`config.mk`:
```
export PLATFORM = sky130hd
export DESIGN_NAME = led_matrix_pwm_scanner
export DESIGN_NICKNAME = d
export VERILOG_FILES = /design/src/hw/rtl/lmps_pkg.sv /design/src/hw/rtl/lmps_level_bank.sv /design/src/hw/rtl/lmps_scan_ctrl.sv /design/src/hw/rtl/led_matrix_pwm_scanner.sv
export SDC_FILE = /design/constraint.sdc
export NUM_CORES = 1
export LEC_CHECK = 0
export BUFFER_PORTS_ARGS = -buffer_cell sky130_fd_sc_hd__buf_2
export CAP_MARGIN = 20
export CORE_ASPECT_RATIO = 2
export CORE_MARGIN = 2
export CORE_UTILIZATION = 35
export CTS_BUF_LIST = sky130_fd_sc_hd__clkbuf_4 sky130_fd_sc_hd__clkbuf_8
export CTS_CLUSTER_DIAMETER = 120
export DETAILED_ROUTE_END_ITERATION = 7
export GPL_TIMING_DRIVEN = 0
export PLACE_DENSITY_LB_ADDON = 0.1
export SYNTH_ARGS = -nofsm -noshare
export SYNTH_HDL_FRONTEND = slang
export SYNTH_SLANG_ARGS = --single-unit
```
`constraint.sdc`:
```
create_clock -name i_clk -period 3.25 [get_ports i_clk]
set_clock_uncertainty 0.15 [all_clocks]
set_input_delay 0.1625 -clock i_clk [delete_from_list [all_inputs] [get_ports i_clk]]
set_output_delay 0.1625 -clock i_clk [all_outputs]
set_load 0.02 [all_outputs]
```
`src/hw/rtl/lmps_pkg.sv`:
```
// Shared sizes, request/response structs and scan sequencer codes for the
// LED matrix PWM scanner. No dependencies.
`default_nettype none

package lmps_pkg;

    // Matrix geometry and brightness depth
    localparam int ROWS    = 8;
    localparam int COLUMNS = 8;
    localparam int LEVELS  = 4;

    // Fixed field widths of the request and response
    localparam int IDX_W = 6;
    localparam int LVL_W = 3;
    localparam int SEL_W = 3;
    localparam int ROW_W = 8;

    // Derived widths
    localparam int COL_W    = (COLUMNS > 1) ? $clog2(COLUMNS) : 1;
    localparam int PH_W     = $clog2(LEVELS);
    localparam int CMP_W    = (PH_W > LVL_W) ? PH_W : LVL_W;
    localparam int OUT_ROWS = (ROWS < ROW_W) ? ROWS : ROW_W;

    // Request mode codes
    localparam logic MODE_TICK  = 1'b0;
    localparam logic MODE_WRITE = 1'b1;

    // Scan sequencer states, one-hot
    typedef enum logic [2:0] {
        SCAN_COUNT  = 3'b001,
        SCAN_BLANK  = 3'b010,
        SCAN_COLUMN = 3'b100
    } t_scan_state;

    typedef struct packed {
        logic             mode;
        logic [IDX_W-1:0] led_addr;
        logic [LVL_W-1:0] brightness;
    } t_in_req;

    typedef struct packed {
        logic [SEL_W-1:0] column_select;
        logic [ROW_W-1:0] row_drive;
    } t_out_rsp;

endpackage

`default_nettype wire

```
`src/hw/rtl/lmps_level_bank.sv`:
```
// Brightness storage for one matrix row: one level per column, cleared at
// reset, one write port and one read port. Depends on lmps_pkg.
`default_nettype none

module lmps_level_bank
    import lmps_pkg::*;
(
    input  wire logic             i_clk,
    input  wire logic             i_rst_n,
    input  wire logic             i_wr_en,
    input  wire logic [COL_W-1:0] i_wr_col,
    input  wire logic [LVL_W-1:0] i_wr_level,
    input  wire logic [COL_W-1:0] i_rd_col,
    output logic      [LVL_W-1:0] o_level
);

    logic [LVL_W-1:0] r_level [COLUMNS];

    // Store a level, clear all LEDs to off at reset
    always_ff @(posedge i_clk) begin
        if (!i_rst_n) begin
            for (int c = 0; c < COLUMNS; c++) begin
                r_level[c] <= '0;
            end
        end else if (i_wr_en) begin
            r_level[i_wr_col] <= i_wr_level;
        end
    end

    // Read the level of the addressed column
    assign o_level = r_level[i_rd_col];

endmodule

`default_nettype wire

```
`src/hw/rtl/lmps_scan_ctrl.sv`:
```
// Scan sequencer: PWM phase counter, blanking and column stepping, and the
// per-row brightness compare. Depends on lmps_pkg.
`default_nettype none

module lmps_scan_ctrl
    import lmps_pkg::*;
(
    input  wire logic                            i_clk,
    input  wire logic                            i_rst_n,
    input  wire logic                            i_tick,
    input  wire logic [OUT_ROWS-1:0][LVL_W-1:0]  i_levels,
    output logic      [COL_W-1:0]                o_rd_col,
    output t_out_rsp                             o_next
);

    t_scan_state      r_scan, n_scan;
    logic [PH_W-1:0]  r_phase, n_phase;
    logic [COL_W-1:0] r_col, n_col;
    logic [ROW_W-1:0] r_rows, n_rows;
    logic [COL_W:0]   col_inc;
    logic [COL_W-1:0] col_wrap;
    logic [PH_W-1:0]  phase_inc;
    logic             col_step;
    logic [COL_W-1:0] eval_col;
    logic [PH_W-1:0]  eval_phase;
    logic [ROW_W-1:0] eval_rows;

    assign col_inc   = {1'b0, r_col} + 1'b1;
    assign col_wrap  = (col_inc >= (COL_W+1)'(COLUMNS)) ? '0 : col_inc[COL_W-1:0];
    assign phase_inc = r_phase + 1'b1;

    // Pick the column and phase that the rows of this tick are lit at
    assign col_step   = (r_scan == SCAN_COLUMN);
    assign eval_col   = (i_tick && col_step) ? col_wrap : r_col;
    assign eval_phase = col_step ? r_phase : phase_inc;

    // Step the sequencer on a tick, hold otherwise
    always_comb begin
        n_scan  = r_scan;
        n_phase = r_phase;
        n_col   = r_col;
        n_rows  = r_rows;
        if (i_tick) begin
            unique case (r_scan)
                SCAN_BLANK: begin
                    n_phase = '0;
                    n_rows  = '0;
                    n_scan  = SCAN_COLUMN;
                end
                SCAN_COLUMN: begin
                    n_col  = col_wrap;
                    n_scan = SCAN_COUNT;
                    n_rows = eval_rows;
                end
                default: begin
                    n_phase = phase_inc;
                    n_scan  = (phase_inc >= PH_W'(LEVELS - 1)) ? SCAN_BLANK : SCAN_COUNT;
                    n_rows  = eval_rows;
                end
            endcase
        end
    end

    // Light a row when the phase is below its LED level
    always_comb begin
        eval_rows = '0;
        for (int r = 0; r < OUT_ROWS; r++) begin
            eval_rows[r] = CMP_W'(eval_phase) < CMP_W'(i_levels[r]);
        end
    end

    always_ff @(posedge i_clk) begin
        if (!i_rst_n) begin
            r_scan  <= SCAN_COUNT;
            r_phase <= '0;
            r_col   <= '0;
            r_rows  <= '0;
        end else begin
            r_scan  <= n_scan;
            r_phase <= n_phase;
            r_col   <= n_col;
            r_rows  <= n_rows;
        end
    end

    // Levels are read at the column that the tick moves to
    assign o_rd_col             = eval_col;
    assign o_next.column_select = SEL_W'(n_col);
    assign o_next.row_drive     = n_rows;

endmodule

`default_nettype wire

```
`src/hw/rtl/led_matrix_pwm_scanner.sv`:
```
// LED matrix column scanner with per-LED PWM brightness.
// The response to a request is registered and valid in the cycle after it is accepted.
// Throughput: one request per cycle while the output is not stalled; the result
// register and the state update together, and a request is taken whenever the
// result register is empty or drained in the same cycle.
// Reset (synchronous, active low) clears every LED level, the scan state and
// the result valid flag at once; no clearing pass.
`default_nettype none

module led_matrix_pwm_scanner
    import lmps_pkg::*;
(
    input  wire logic     i_clk,
    input  wire logic     i_rst_n,
    input  wire logic     i_in_valid,
    output logic          o_in_ready,
    input  wire t_in_req  i_in_req,
    output logic          o_out_valid,
    input  wire logic     i_out_ready,
    output t_out_rsp      o_out_rsp
);

    logic                           accept;
    logic                           tick;
    logic                           wr;
    logic [COL_W-1:0]               rd_col;
    logic [OUT_ROWS-1:0][LVL_W-1:0] levels;
    t_out_rsp                       next_rsp;
    logic                           r_out_valid;
    t_out_rsp                       r_out_rsp;

    // Take a request when the result slot is free or drains this cycle
    assign o_in_ready = !r_out_valid || i_out_ready;
    assign accept     = i_in_valid && o_in_ready;
    assign tick       = accept && (i_in_req.mode == MODE_TICK);
    assign wr         = accept && (i_in_req.mode == MODE_WRITE);

    // One storage bank per visible row; decode the write into row and column
    for (genvar r = 0; r < OUT_ROWS; r++) begin : g_row
        logic [IDX_W:0]   offset;
        logic             in_row;

        assign offset = {1'b0, i_in_req.led_addr} - (IDX_W+1)'(r * COLUMNS);
        assign in_row = ({1'b0, i_in_req.led_addr} >= (IDX_W+1)'(r * COLUMNS))
                     && (offset < (IDX_W+1)'(COLUMNS));

        lmps_level_bank u_bank (
            .i_clk      (i_clk),
            .i_rst_n    (i_rst_n),
            .i_wr_en    (wr && in_row),
            .i_wr_col   (offset[COL_W-1:0]),
            .i_wr_level (i_in_req.brightness),
            .i_rd_col   (rd_col),
            .o_level    (levels[r])
        );
    end

    lmps_scan_ctrl u_ctrl (
        .i_clk    (i_clk),
        .i_rst_n  (i_rst_n),
        .i_tick   (tick),
        .i_levels (levels),
        .o_rd_col (rd_col),
        .o_next   (next_rsp)
    );

    // Hold the result until it is taken
    always_ff @(posedge i_clk) begin
        if (!i_rst_n) begin
            r_out_valid <= 1'b0;
        end else if (o_in_ready) begin
            r_out_valid <= i_in_valid;
        end
    end

    always_ff @(posedge i_clk) begin
        if (accept) begin
            r_out_rsp <= next_rsp;
        end
    end

    assign o_out_valid = r_out_valid;
    assign o_out_rsp   = r_out_rsp;

endmodule

`default_nettype wire
```
==> flow_summary.yaml, run 1 <==
global_route:
  grt_pass1_vias: 9346
  grt_usage: 0.256
  grt_max_degree: 12
  grt_remaining_overflow: 0
  antenna_found_initial: 1
  grt_pass1_wl_mm: 62.3
floorplan:
  dieArea_um2: 34100
  rows: 93
  initial_utilization: 0.354
  ioPinCount: 27
  die_h_um: 259
  die_width_um: 131
  core_area_um2: 32100
timing:
  timing_hold_violations_final: 0
  worstMarginPinSlew_ns: 1.25
  fin_tns_setup_ns: -4.42
  relSlewSlack: 0.165
  report.final.slew_viol_count: 0
  rsz0062_at_grt: "yes"
  fmax_mhz: 277
  period_needed_ns: 3.61
  fin_ws_ns: -0.357
  setup_violations: 16
  period_share: 1.11
final_layout:
  syn_to_final_growth_pct: 16.7
  drive_gt1_frac: 0.203
  instances_no_fill: 1565
  num-fill-cells: 3172
  nets: 1151
placement:
  hpwlAfterDp_mm: 32.8
  place_congestion: 0.890
  place_ws_ns: -1.25
  place_inst: 1470
  port_buffers: 26
power:
  pwr_density_cell_nw_per_um2: 454
  pwr-share-seq: 0.532
  pwr-share-comb: 0.089
  switching_share: 0.256
  power_frac_clock: 0.379
  p_int_uw: 4490
  power_leakage_uw: 0.00488
  switchingPower_uw: 1540
  peakVddDrop_v: 0.000203
  power_uw: 6030
logic_synthesis:
  synth_nets: 1053
  yosysUniqueCellTypes: 64
  synth.top_cell.area_share: 0.536
  syn-mean-instance-area_um2: 11.2
  synth_area_um2: 11400
  postSynth.asyncResetShare: 0
  yosysMostFrequentCell: "edfxtp_1"
  synth-edff-count: 203
  ys.flop_type: "edfxtp_1"
  yosysTopAreaCell: "edfxtp_1"
  yosys_warnings: 0
  synth_seq_cells: 220
  synth_commonest_cells: "edfxtp_1 (203), nor2_1 (177), o21ai_0 (85), and3_1 (75), clkbuf_1 (64)"
  synth_cells: 1016
  synth.yosys.seq_area_share: 0.566
  synthTopCellsByArea: "edfxtp_1 (54%), nor2_1 (5.8%), and3_1 (4.1%), o21ai_0 (3.7%), dfxtp_1 (3.0%)"
critical_path:
  worst_setup_path_end_kind: "flop"
  criticalPathCategory: "reg -> reg"
  rr_worst_depth: 13
  cp-start-kind: "flop"
  crit_fanout: 5
  worstPathRequired_ns: 3.48
  r2r-start: "u_ctrl.r_scan[2]"
  startpoint: "u_ctrl.r_scan[2]"
  critPathArrivalTime_ns: 3.84
routing:
  wl_per_cell_um: 28.2
  drt_wl_total_mm: 44.1
  vias: 9106
  drcViolationCount: 0
  vias_per_cell: 5.82
  drt_iter0_markers: 777
  drtAntennaViolNets: 0
  detail_route.first_pass.iterations: 5
job:
  cap_violations: 0
outcome:
  status: "finished with violations"
  violations: "negative setup slack"
cts:
  cts.clk_slew.worst_paths_ns: 0.07
  cts_tree: "built"
  htree_num_levels: 2
  root_buffer: "clkbuf_8"
  cts_buffers: 34
  cts_sinks: 220
  clk_path_buf_depth: 3
  clk-insertion-delay-late_ns: 0.54
min_path:
  min-delay-start: "i_rst_n"
  hold-path-cell-count: 3
  hp-class: "in -> reg"
## worst max-delay path: stages (launching register included)
cell and delay, ns:
dfxtp_4 0.37, or3b_4 0.45, nor4_4 0.24, nor2_4 0.09
clkinv_4 0.10, buf_12 0.14, buf_4 0.11, mux4_2 0.54
mux2i_4 0.23, ha_4 0.24, nor4b_1 0.14, o31ai_1 0.31
o221ai_1 0.20, nand4_1 0.13
## layout by cell type, fill, tap and decap left out, types with 31 or more instances in the layout
master	n
clkbuf_8	35
clkbuf_1	58
buf_4	34
and3_1	75
nand2_1	47
nand3_1	51
o21ai_0	57
nor2_1	175
buf_2	31
edfxtp_1	203
## layout make-up
type	instances	area, um^2	share of cell area
Sequential cell	220	6440	0.485
Antenna cell	1	2.50	0.000188
Buffer	83	433	0.0326
Timing Repair Buffer	64	457	0.0344
Multi-Input combinational cell	699	4730	0.356
Tap cell	427	534	0.0402
Clock inverter	12	57.6	0.00433
Inverter	12	55.1	0.00415
Clock buffer	47	572	0.0431
## flip-flops by register name, indices dropped and copies added (netlist names)
| name | cells |
|---|---|
| u_ctrl.r_rows | 8 |
| o_out_valid | 1 |
| g_row.u_bank.r_level | 192 |
| u_ctrl.r_phase | 2 |
| u_ctrl.r_col | 3 |
| u_ctrl.r_scan | 3 |
| o_out_rsp | 11 |
## per-layer routing
layer	routed length (um)	share of wire	vias up	global-route usage
li1	-	-	4038	-
met1	14300	0.32	4433	0.242
met2	23900	0.54	442	0.493
met3	1920	0.044	193	0.0309
met4	4020	0.091	0	0.200
met5	0	0	-	0
## timing repair
action                                 CTS  global route
endpoints found under the hold margin    1             0
pin swaps                                8            23
cloned                                   1             0
buffers inserted                        18            17
hold buffers                             2             0
setup endpoints to repair              333            97
resized for setup                       38            72
## kinds of logic after synthesis
family          share of synthesized area
buf+inv                            0.0396
mux                                0.0626
fa+ha+maj                          0.0253
simple gates                        0.184
flops                               0.566
compound gates                      0.123
## power by group through the flow
stage | clock [uW] | sequential [uW] | combinational (uW)
global route | 2400 | 3220 | 573
detailed placement | 0 | 3270 | 478
finish | 2290 | 3210 | 539
global placement | 0 | 3270 | 477
CTS | 2300 | 3210 | 501
floorplan | 0 | 3270 | 278
## stage by stage
step / cell area (um^2) / utilization / hold WS (ns)
after floorplan: 11400 / - / 0.133
after global placement: 12100 / 0.376 / 0.266
after detailed placement: 12100 / 0.376 / 0.270
after CTS: 13000 / 0.404 / 0.0446
after global routing: 13300 / 0.414 / 0.0692
final: 13300 / 0.414 / 0.0858
## worst paths after layout
check | slack, ns | endpoint
setup / recovery | -0.36 | o_out_rsp[4]
hold reg to reg | 0.38 | u_ctrl.r_scan[2]
hold / removal | 0.09 | u_ctrl.r_rows[7]
setup reg to reg | -0.36 | o_out_rsp[4]
Note: power is estimated with default switching activity, not from simulation.
==> run 2: changes to the inputs <==
--- a/config.mk
+++ b/config.mk
@@ -14,7 +14,9 @@
 export CTS_CLUSTER_DIAMETER = 120
 export DETAILED_ROUTE_END_ITERATION = 7
 export GPL_TIMING_DRIVEN = 0
+export MAX_ROUTING_LAYER = met4
 export PLACE_DENSITY_LB_ADDON = 0.1
+export SKIP_CTS_REPAIR_TIMING = 1
 export SYNTH_ARGS = -nofsm -noshare
 export SYNTH_HDL_FRONTEND = slang
 export SYNTH_SLANG_ARGS = --single-unit
==> run 2 against run 1 <==
Against the previous run: the run ends with negative hold slack, negative setup slack left; combinational power is essentially flat; first-iteration DRC count shrank 6.8%; maximum frequency down 7.8%; clock power about the same; cell count increased by 0.45%; via count hardly changed; power about the same; design area is 0.67% higher; count of clock-buffer cells in the layout unchanged; critical path depth grew 2; critical endpoint is now o_out_rsp[0]; largest cell class unchanged; largest power group unchanged.
==> flow_summary.yaml, run 2 (synthesized netlist as in run 1, its figures left out) <==
placement:
  post_dp_cell_area_um2: 12100
  port_buffers: 26
  place_inst: 1470
  place_congestion: 0.905
  hpwlAfterDp_mm: 32.8
critical_path:
  reg2reg_slack_ns: -0.66
  worstPathRequired_ns: 3.47
  crit_slowest_cell: "mux4_2"
  crit_chain: "buf_6 -> or3b_4 -> buf_8 -> nor4_4 -> nor2_4 -> clkinv_4 -> buf_12 -> buf_12 -> mux4_2 -> mux2i_2 -> ha_1 -> nor4b_4 -> o31ai_2 -> o221ai_2 -> nand4_1"
  cp-start-kind: "flop"
  worst_setup_path_end_kind: "flop"
  rr_worst_depth: 15
  r2r_end: "o_out_rsp[0]"
  r2r-start: "u_ctrl.r_scan[1]"
  slowest_delay_ns: 0.51
  crit_fanout: 8
  critPathArrivalTime_ns: 4.13
  criticalPathCategory: "reg -> reg"
  crit_top_cell: "buf_12"
cts:
  cts.clk_slew.worst_paths_ns: 0.07
  root_buffer: "clkbuf_8"
  clk_path_buf_depth: 3
  cts_buffers: 34
  cts_tree: "built"
  cts_sinks: 220
  htree_num_levels: 2
  clk-insertion-delay-late_ns: 0.53
routing:
  drtAntennaViolNets: 0
  vias: 9102
  drt_wl_total_mm: 44.1
  drcViolationCount: 0
  vias_per_cell: 5.79
  wl_per_cell_um: 28.0
  detail_route.first_pass.iterations: 6
  drt_iter0_markers: 724
final_layout:
  syn_to_final_growth_pct: 17.5
  final_cell_mix: "edfxtp_1 (203), nor2_1 (177), and3_1 (75)"
  top_register: "g_row.u_bank.r_level"
  drive_gt1_frac: 0.212
  layout_commonest_cell: "edfxtp_1"
  instances_no_fill: 1572
  num-fill-cells: 3154
  design_area_um2: 13400
  nets: 1158
  largest_register_ffs: 192
timing:
  fin_ws_ns: -0.662
  hold_slack_ns: -0.0368
  setup_violations: 16
  report.final.slew_viol_count: 0
  worstMarginPinSlew_ns: 1.35
  timing_hold_violations_final: 1
  period_needed_ns: 3.91
  fmax_mhz: 256
  period_share: 1.20
  rsz0062_at_grt: "yes"
  relSlewSlack: 0.0987
min_path:
  hp-class: "in -> reg"
  min-delay-start: "i_out_ready"
  min_to: "o_out_valid"
  hold-path-cell-count: 5
global_route:
  grt_remaining_overflow: 0
  grt_max_degree: 14
  grt_pass1_wl_mm: 61.1
  antenna_found_initial: 1
  grt_pass1_vias: 9191
  grt_usage: 0.258
power:
  power_leakage_uw: 0.00494
  pwr_density_cell_nw_per_um2: 451
  peakVddDrop_v: 0.000205
floorplan:
  ioPinCount: 27
  core_area_um2: 32100
  dieArea_um2: 34100
  initial_utilization: 0.354
  die_width_um: 131
  die_h_um: 259
  rows: 93
outcome:
  status: "finished with violations"
  violations: "negative hold slack, negative setup slack"
job:
  cap_violations: 0
run 2: changes by cell type in the layout (fill, tap and decap cells not counted), sizes merged:
cell,delta
buf,+7
clkbuf,+1
dlygate4sd3,-1
run 2: area by class of cell:
cell class,instances,area [um^2],area share
Antenna cell,1,2.50,0.000187
Inverter,12,50.0,0.00374
Sequential cell,220,6440,0.482
Buffer,85,447,0.0334
Clock inverter,12,57.6,0.00430
Tap cell,427,534,0.0400
Multi-Input combinational cell,699,4750,0.355
Clock buffer,47,572,0.0428
Timing Repair Buffer,69,518,0.0387
run 2: how the worst max path moves through the flow:
stage / cells after the start / endpoint / slack [ns] / from
4_1_cts: 13 / o_out_rsp[4] / -1.27 / u_ctrl.r_scan[2]
3_5_place_dp: 13 / o_out_rsp[4] / -1.25 / u_ctrl.r_scan[2]
3_3_place_gp: 13 / o_out_rsp[4] / -1.24 / u_ctrl.r_scan[2]
6_report: 15 / o_out_rsp[0] / -0.66 / u_ctrl.r_scan[1]
5_1_grt: 15 / o_out_rsp[0] / -0.78 / u_ctrl.r_scan[1]
2_1_floorplan: 14 / u_ctrl.r_rows[6] / -0.14 / u_ctrl.r_scan[1]
run 2: critical path: cells and delay by family, from the launching register on:
family | cells | cell delay, ns
compound gates | 2 | 0.53
fa+ha+maj | 1 | 0.28
buf+inv | 5 | 0.62
flops | 1 | 0.32
mux | 2 | 0.69
simple gates | 5 | 1.14
run 2: metal layers:
metal | part of all wire | vias to the layer above | GRT usage
met1 | 0.33 | 4441 | 0.242
li1 | - | 4036 | -
met4 | 0.078 | 0 | 0.176
met5 | 0 | - | -
met3 | 0.044 | 195 | 0.0287
met2 | 0.55 | 430 | 0.487
run 2: metrics by stage:
stage | TNS, ns | hold slack, ns | util | worst slack [ns] | power [uW]
detailed placement | -109.51 | 0.270 | 0.376 | -1.25 | 3750
CTS | -117.71 | -0.290 | 0.395 | -1.27 | 5990
finish | -9.07 | -0.0368 | 0.416 | -0.662 | 6030
global placement | -112.83 | 0.266 | 0.376 | -1.24 | 3740
global route | -11.16 | 0.0420 | 0.416 | -0.776 | 6190
floorplan | -1.25 | 0.133 | - | -0.135 | 3550
run 2: report_power, final:
group          internal, uW  switching, uW
clock network          1140           1150
registers              3180           31.1
logic                   171            366
total                  4490           1540
